===== config.mk =====
export PLATFORM = sky130hd
export DESIGN_NAME = packed_pixel_window_level_map
export DESIGN_NICKNAME = d
export VERILOG_FILES = /design/src/rtl/ppwl_pkg.sv /design/src/rtl/ppwl_unpack.sv /design/src/rtl/ppwl_recip.sv /design/src/rtl/packed_pixel_window_level_map.sv
export SDC_FILE = /design/constraint.sdc
export NUM_CORES = 2
export LEC_CHECK = 0
export BUFFER_PORTS_ARGS = -buffer_cell sky130_fd_sc_hd__buf_2
export CORE_MARGIN = 1
export CORE_UTILIZATION = 45
export DETAILED_ROUTE_END_ITERATION = 10
export SLEW_MARGIN = 40
export SYNTH_ARGS = -nofsm -noshare
export SYNTH_HDL_FRONTEND = slang
export SYNTH_SLANG_ARGS = --single-unit

===== constraint.sdc =====
create_clock -name clk -period 7.5 [get_ports clk]
set_input_delay 1.5 -clock clk [delete_from_list [all_inputs] [get_ports clk]]
set_output_delay 1.5 -clock clk [all_outputs]
set_load 0.1 [all_outputs]

===== src/rtl/ppwl_pkg.sv =====
`default_nettype none
package ppwl_pkg;

  typedef enum logic [1:0] {
    CFG_BITS_MODE = 2'd0,
    CFG_CENTER    = 2'd1,
    CFG_WIDTH     = 2'd2,
    CFG_LINE      = 2'd3
  } cfg_idx_t;

  localparam logic [1:0] MODE_8  = 2'd0;
  localparam logic [1:0] MODE_10 = 2'd1;
  localparam logic [1:0] MODE_12 = 2'd2;
  localparam logic [1:0] MODE_16 = 2'd3;

  localparam int CFG_DATA_W = 21;
  localparam int CENTER_W   = 21;
  localparam int WWIDTH_W   = 20;
  localparam int LINE_W     = 16;
  localparam int RECIP_W    = 32;
  localparam int N_W        = 22;
  localparam int PROD_W     = N_W + RECIP_W + 1;

  localparam logic [1:0]          BITS_MODE_RST = MODE_8;
  localparam logic [CENTER_W-1:0] CENTER_RST    = 21'd32768;
  localparam logic [LINE_W-1:0]   LINE_RST      = 16'd640;
  localparam logic [RECIP_W-1:0]  RECIP_RST     = 32'd32768;

  typedef struct packed {
    logic [7:0] source_byte;
    logic       line_end;
  } in_t;

  typedef struct packed {
    logic [7:0] gray_out;
    logic       last_in_line;
  } out_t;

  typedef struct packed {
    logic        hit;
    logic        last;
    logic [15:0] scaled;
  } pix_t;

endpackage
`default_nettype wire


===== src/rtl/ppwl_unpack.sv =====
`default_nettype none
module ppwl_unpack (
  input  wire logic                          clk,
  input  wire logic                          rst,
  input  wire logic [1:0]                    bits_mode,
  input  wire logic [ppwl_pkg::LINE_W-1:0]   line_width,
  input  wire logic                          clear,
  input  wire logic                          take,
  input  wire ppwl_pkg::in_t                 beat,
  output ppwl_pkg::pix_t                     pix
);

  logic [23:0]                  bit_store;
  logic [4:0]                   bit_count;
  logic [ppwl_pkg::LINE_W-1:0]  pixel_count;

  logic [23:0]                  store_new;
  logic [23:0]                  store_keep;
  logic [4:0]                   count_add;
  logic [4:0]                   depth;
  logic [4:0]                   rest;
  logic [2:0]                   shift;
  logic [15:0]                  word;
  logic                         active;
  logic                         full;
  logic [ppwl_pkg::LINE_W-1:0]  count_inc;

  always_comb begin
    case (bits_mode)
      ppwl_pkg::MODE_8:  depth = 5'd8;
      ppwl_pkg::MODE_10: depth = 5'd10;
      ppwl_pkg::MODE_12: depth = 5'd12;
      default:           depth = 5'd16;
    endcase
  end

  assign store_new  = {bit_store[15:0], beat.source_byte};
  assign count_add  = bit_count + 5'd8;
  assign full       = count_add >= depth;
  assign rest       = count_add - depth;
  assign shift      = rest[2:0];
  assign word       = 16'(store_new >> shift);
  assign store_keep = store_new & ((24'd1 << shift) - 24'd1);
  assign active     = pixel_count < line_width;
  assign count_inc  = pixel_count + ppwl_pkg::LINE_W'(1);

  always_comb begin
    pix.hit  = active && full;
    pix.last = beat.line_end || (count_inc == line_width);
    case (bits_mode)
      ppwl_pkg::MODE_8:  pix.scaled = {word[7:0], 8'd0};
      ppwl_pkg::MODE_10: pix.scaled = {word[9:0], 6'd0};
      ppwl_pkg::MODE_12: pix.scaled = {word[11:0], 4'd0};
      default:           pix.scaled = {word[7:0], word[15:8]};
    endcase
  end

  always_ff @(posedge clk) begin
    if (rst) begin
      bit_store   <= '0;
      bit_count   <= '0;
      pixel_count <= '0;
    end else if (clear) begin
      bit_store <= '0;
      bit_count <= '0;
    end else if (take) begin
      if (beat.line_end) begin
        bit_store   <= '0;
        bit_count   <= '0;
        pixel_count <= '0;
      end else if (active) begin
        if (full) begin
          bit_store   <= store_keep;
          bit_count   <= rest;
          pixel_count <= count_inc;
        end else begin
          bit_store <= store_new;
          bit_count <= count_add;
        end
      end
    end
  end

endmodule
`default_nettype wire


===== src/rtl/ppwl_recip.sv =====
`default_nettype none
module ppwl_recip (
  input  wire logic                           clk,
  input  wire logic                           rst,
  input  wire logic                           start,
  input  wire logic [ppwl_pkg::WWIDTH_W-1:0]  width,
  output logic                                busy,
  output logic [ppwl_pkg::RECIP_W-1:0]        recip
);

  logic [ppwl_pkg::WWIDTH_W-1:0] divisor;
  logic [ppwl_pkg::WWIDTH_W-1:0] rem;
  logic [ppwl_pkg::RECIP_W-1:0]  quot;
  logic [4:0]                    step;

  logic [ppwl_pkg::WWIDTH_W:0]   rem_shift;
  logic [ppwl_pkg::WWIDTH_W:0]   rem_sub;
  logic                          ge;
  logic [ppwl_pkg::RECIP_W-1:0]  quot_next;

  // dividend is 2^31: only its top bit is set
  assign rem_shift = {rem, step == 5'd31};
  assign ge        = rem_shift >= {1'b0, divisor};
  assign rem_sub   = rem_shift - {1'b0, divisor};
  assign quot_next = {quot[ppwl_pkg::RECIP_W-2:0], ge};

  always_ff @(posedge clk) begin
    if (rst) begin
      busy  <= 1'b0;
      recip <= ppwl_pkg::RECIP_RST;
      step  <= '0;
    end else if (start) begin
      busy    <= 1'b1;
      step    <= 5'd31;
      rem     <= '0;
      divisor <= (width == '0) ? ppwl_pkg::WWIDTH_W'(1) : width;
    end else if (busy) begin
      rem  <= ge ? rem_sub[ppwl_pkg::WWIDTH_W-1:0] : rem_shift[ppwl_pkg::WWIDTH_W-1:0];
      quot <= quot_next;
      step <= step - 5'd1;
      if (step == 5'd0) begin
        busy  <= 1'b0;
        recip <= quot_next;
      end
    end
  end

endmodule
`default_nettype wire


===== src/rtl/packed_pixel_window_level_map.sv =====
// Window/level map of a packed gray pixel stream.
// Input channel (in_valid/in_ready/in_data): one raw source byte per beat,
// with line_end on the last byte of each line. Bytes are unpacked into
// pixels of 8, 10, 12 (MSB first) or 16 bits (low byte first); each
// pixel gives one output beat (out_valid/out_ready/out_data) carrying its
// 8-bit windowed value and a last-in-line flag. Bytes that complete no
// pixel, and padding past line_width pixels, give no output beat.
// Throughput: one byte per cycle while in_ready is high. A pixel reaches
// out through three register stages (unpack/subtract, multiply,
// saturate). Configuration: cfg_we/cfg_index/cfg_data, written while
// idle. Writing the window width starts a bit-serial reciprocal;
// in_ready is low while it runs. Writing bits_mode drops pending bits.
// Reset: registers return to 8-bit mode, centre 0.5, width 1.0, 640
// pixels per line; pipeline empties and in_ready is high after reset.
// Stall: a held output is kept in place; the three stages fill behind it
// and, apart from the reciprocal, in_ready drops only when all are full.
`default_nettype none
module packed_pixel_window_level_map (
  input  wire logic                              clk,
  input  wire logic                              rst,
  input  wire logic                              in_valid,
  output logic                                   in_ready,
  input  wire ppwl_pkg::in_t                     in_data,
  output logic                                   out_valid,
  input  wire logic                              out_ready,
  output ppwl_pkg::out_t                         out_data,
  input  wire logic                              cfg_we,
  input  wire logic [1:0]                        cfg_index,
  input  wire logic [ppwl_pkg::CFG_DATA_W-1:0]   cfg_data
);

  logic [1:0]                           bits_mode;
  logic [ppwl_pkg::CENTER_W-1:0]        center;
  logic [ppwl_pkg::LINE_W-1:0]          line_width;

  logic                                 recip_busy;
  logic [ppwl_pkg::RECIP_W-1:0]         recip;
  ppwl_pkg::pix_t                       pix;

  logic                                 take;
  logic                                 mode_wr;
  logic                                 width_wr;
  logic                                 out_adv;
  logic                                 s2_adv;
  logic                                 s1_adv;

  logic                                 s1_valid;
  logic                                 s1_last;
  logic signed [ppwl_pkg::N_W-1:0]      s1_n;
  logic                                 s2_valid;
  logic                                 s2_last;
  logic signed [ppwl_pkg::PROD_W-1:0]   s2_prod;

  logic signed [ppwl_pkg::N_W-1:0]      n_next;
  logic signed [ppwl_pkg::PROD_W-1:0]   t_sum;
  logic [7:0]                           gray_next;

  assign mode_wr  = cfg_we && (cfg_index == ppwl_pkg::CFG_BITS_MODE);
  assign width_wr = cfg_we && (cfg_index == ppwl_pkg::CFG_WIDTH);

  assign out_adv  = !out_valid || out_ready;
  assign s2_adv   = !s2_valid || out_adv;
  assign s1_adv   = !s1_valid || s2_adv;
  assign in_ready = !recip_busy && s1_adv;
  assign take     = in_valid && in_ready;

  always_ff @(posedge clk) begin
    if (rst) begin
      bits_mode  <= ppwl_pkg::BITS_MODE_RST;
      center     <= ppwl_pkg::CENTER_RST;
      line_width <= ppwl_pkg::LINE_RST;
    end else if (cfg_we) begin
      case (cfg_index)
        ppwl_pkg::CFG_BITS_MODE: bits_mode  <= cfg_data[1:0];
        ppwl_pkg::CFG_CENTER:    center     <= cfg_data;
        ppwl_pkg::CFG_LINE:      line_width <= cfg_data[ppwl_pkg::LINE_W-1:0];
        default: ;
      endcase
    end
  end

  ppwl_recip u_recip (
    .clk   (clk),
    .rst   (rst),
    .start (width_wr),
    .width (cfg_data[ppwl_pkg::WWIDTH_W-1:0]),
    .busy  (recip_busy),
    .recip (recip)
  );

  ppwl_unpack u_unpack (
    .clk        (clk),
    .rst        (rst),
    .bits_mode  (bits_mode),
    .line_width (line_width),
    .clear      (mode_wr),
    .take       (take),
    .beat       (in_data),
    .pix        (pix)
  );

  assign n_next = $signed({6'd0, pix.scaled}) - $signed({center[ppwl_pkg::CENTER_W-1], center});

  assign t_sum = s2_prod + $signed(ppwl_pkg::PROD_W'(1) << 30);

  always_comb begin
    if (t_sum[ppwl_pkg::PROD_W-1]) begin
      gray_next = 8'd0;
    end else if (|t_sum[ppwl_pkg::PROD_W-2:31]) begin
      gray_next = 8'd255;
    end else begin
      gray_next = t_sum[30:23];
    end
  end

  always_ff @(posedge clk) begin
    if (rst) begin
      s1_valid  <= 1'b0;
      s2_valid  <= 1'b0;
      out_valid <= 1'b0;
    end else begin
      if (s1_adv) begin
        s1_valid <= take && pix.hit;
        s1_n     <= n_next;
        s1_last  <= pix.last;
      end
      if (s2_adv) begin
        s2_valid <= s1_valid;
        s2_prod  <= s1_n * $signed({1'b0, recip});
        s2_last  <= s1_last;
      end
      if (out_adv) begin
        out_valid             <= s2_valid;
        out_data.gray_out     <= gray_next;
        out_data.last_in_line <= s2_last;
      end
    end
  end

endmodule
`default_nettype wire


==> impl_metrics.json <==
{
  "status": "completed",
  "grt_pass1_wl_mm": 140.8,
  "synth_area_mm2": 0.03488,
  "synth_common_cells": "inv_1, nand2_1, fa_1",
  "p_int_w": 0.004053,
  "final_util_pct": 49.59,
  "rows": 101,
  "drv_slew": 0,
  "start_kind": "flop",
  "cts_made_buffers": 30,
  "cts_tree": "built",
  "gp_congestion": 0.8673,
  "post_drt_wl_per_cell_um": 17.78,
  "p_clk_share_pct": 20.6,
  "drt-total-wl_mm": 86.60,
  "syn-num-nets": 4722,
  "grt_antenna_before_repair": 0,
  "die_width_um": 280.4,
  "timing.slew.headroom_pct": 47.43,
  "setup_violations": 0,
  "hold_path.class": "reg2reg",
  "clk_latency_ns": 0.61,
  "period_share_pct": 95.66,
  "ys_top_cells_by_area": "fa_1, edfxtp_1, ha_1, inv_1, dfxtp_1",
  "grt_pass1_vias": 25570,
  "arrival_ns": 7.50,
  "numPortBuffers": 47,
  "syn2layout_area_growth_pct": 8.512,
  "dieArea_mm2": 0.07863,
  "yosys.area.top_type": "fa_1",
  "critPathLaunch": "s1_n[11]",
  "end_kind": "flop",
  "power.switching_w": 0.002870,
  "fin_nets": 4726,
  "start_util_pct": 45.70,
  "tightest_slew_ns": 0.7869,
  "dr.pass1.iters": 5,
  "p_leak_nw": 17.49,
  "io-pin-count": 48,
  "cp.required_ns": 7.83,
  "syn_avg_cell_area_um2": 9.148,
  "die_h_um": 280.4,
  "drcViolationCount": 0,
  "skew_ns": 0.03398,
  "fill_cells": 7188,
  "synth_seq_area_share_pct": 18.25,
  "grt_max_degree": 51,
  "dpl.hpwl_mm": 70.22,
  "diodes": 0,
  "worst-path-max-fanout": 22,
  "synth.most_common_cell": "inv_1",
  "power_frac_seq_pct": 26.2,
  "cts-root-buf": "clkbuf_16",
  "clkTransAtPathRegs_ns": 0.06,
  "comb_power_share_pct": 53.2,
  "final.setup.tns_ns": 0,
  "max_cap_viol_count": 0,
  "core_mm2": 0.07633,
  "synth_top_area_share_pct": 34.44,
  "rsz0062_at_grt": "no",
  "grt_usage_pct": 22.69,
  "via_per_inst": 5.148,
  "critical_path_class": "reg2reg",
  "drive_above_1_share_pct": 7.290,
  "syn_inst": 3813,
  "min_from": "s1_last",
  "power.density_mw_per_mm2": 182.9,
  "synth_edf_count": 136,
  "reg2reg_setup_slack_ns": 0.33,
  "ys_async_sr_fraction_pct": 0,
  "initialDrtViolationCount": 1659,
  "layout_min_cycle_time_ns": 7.175,
  "hold_viol": 0,
  "synth-seq-cells": 250,
  "r2r_start": "s1_n[11]",
  "ant_nets": 0,
  "synth_top_flop_cell": "edfxtp_1",
  "ys_types": 71,
  "max_freq_ghz": 0.1394,
  "numClockSinks": 250,
  "vdd_ir_drop_max_mv": 0.1661,
  "cts_htree_levels": 1,
  "grt-ovfl-total": 0,
  "yosysWarnings": 0,
  "cts_buffer_depth": 3,
  "vias": 25080,
  "switching_share_pct": 41.45
}
==> worst paths after layout <==
check | depth (start not counted) | endpoint
max | 24 | s2_prod[49]
min | 0 | s2_last
max reg2reg | 24 | s2_prod[49]
min reg2reg | 0 | s2_last
==> critical path, stage by stage (launching register included) <==
cell and delay (ns):
edfxtp_1 0.59, buf_12 0.25, and2_1 0.18, fa_1 0.50, inv_1 0.05, fa_1 0.47
inv_1 0.05, fa_1 0.49, inv_1 0.05, fa_1 0.55, fa_1 0.43, fa_1 0.48
fa_1 0.51, inv_1 0.04, ha_1 0.28, a21o_1 0.18, a21o_1 0.17, a21oi_1 0.22
nor2_1 0.06, a211oi_1 0.38, o31ai_4 0.18, a211oi_2 0.25, o21bai_1 0.13, a311oi_1 0.31
xnor2_1 0.09
==> per-stage QoR <==
stage	power [W]	cells	worst slack, ns	hold WS, ns	instance area, um2
3_3_place_gp	0.005428	4796	0.2400	0.4011	36650
3_5_place_dp	0.005463	4798	0.1484	0.4056	36680
5_1_grt	0.007498	4871	0.02117	0.4337	37850
2_1_floorplan	0.004296	3813	0.6579	0.4003	34880
4_1_cts	0.006928	4854	0.1220	0.4203	37650
6_report	0.006923	4871	0.3253	0.4189	37850
==> sequential cells by signal, indices dropped and copies added, names as in the netlist, 14 cells and up <==
name / flops
s1_n: 22
s2_prod: 32
center: 21
u_recip.quot: 31
u_recip.recip: 32
u_unpack.bit_store: 14
u_recip.rem: 20
line_width: 16
u_recip.divisor: 20
u_unpack.pixel_count: 16
==> layer usage <==
layer	part of all wire (%)	vias up	track usage, %
met4	1.5	0	3.531
met1	48	12520	33.99
met3	6.2	76	3.189
met2	44	644	35.36
li1	-	11840	-
met5	0	-	0
==> timing repair <==
item                                    in CTS  in global routing
hold buffers                                 0                  0
endpoints found under the setup margin       0                  8
buffers inserted                             0                 16
endpoints found under the hold margin        0                  0
resized for setup                            0                 16
==> power groups by stage <==
stage	clock network, W	registers, W	logic (W)
final	0.00143	0.00181	0.00368
after global routing	0.00151	0.00183	0.00416
after CTS	0.00146	0.00182	0.00364
after detailed placement	0	0.00185	0.00361
after global placement	0	0.00185	0.00358
after floorplan	0	0.00183	0.00247
==> kinds of logic (layout without fill, tap and decap cells) <==
kind of cell,Yosys count,count (layout),synth area share [%]
flip-flops,250,250,18.25
multiplexers,37,37,1.126
AO/OA/AOI/OAI,425,425,7.483
AND/OR/NAND/NOR,1253,1253,17.02
adder cells (fa/ha/maj),872,872,44.19
buffers and inverters,878,906,9.466
XOR/XNOR,98,98,2.461
==> placed cells by master, fill, tap and decap left out, types with 16 or more instances in the layout <==
cell       netlist  routed
inv_1          667     667
nand2_1        608     608
fa_1           600     600
and2_1         301     301
ha_1           272     272
a21oi_1        166     165
nor2_1         138     138
edfxtp_1       136     136
buf_4            1     114
dfxtp_1        114     105
o21ai_0         93      92
xnor2_1         68      67
nand3_1         51      51
buf_2            2      48
xor2_1          30      30
clkbuf_16        0      30
a21o_1          29      29
mux2i_1         28      28
nand2b_1        28      28
nor2b_1         25      25
nor3_1          21      21
nand4_1         20      20
o21a_1          18      18
a211oi_1        18      16
==> cell type report <==
class,count,area [um2],area share [%]
Multi-Input combinational cell,2685,25280,66.79
Sequential cell,250,6377,16.85
Inverter,669,2511,6.634
Timing Repair Buffer,181,1420,3.752
Tap cell,1030,1289,3.405
Clock buffer,37,797.0,2.106
Clock inverter,19,176.4,0.4661
(Power assumes the default switching activity.)
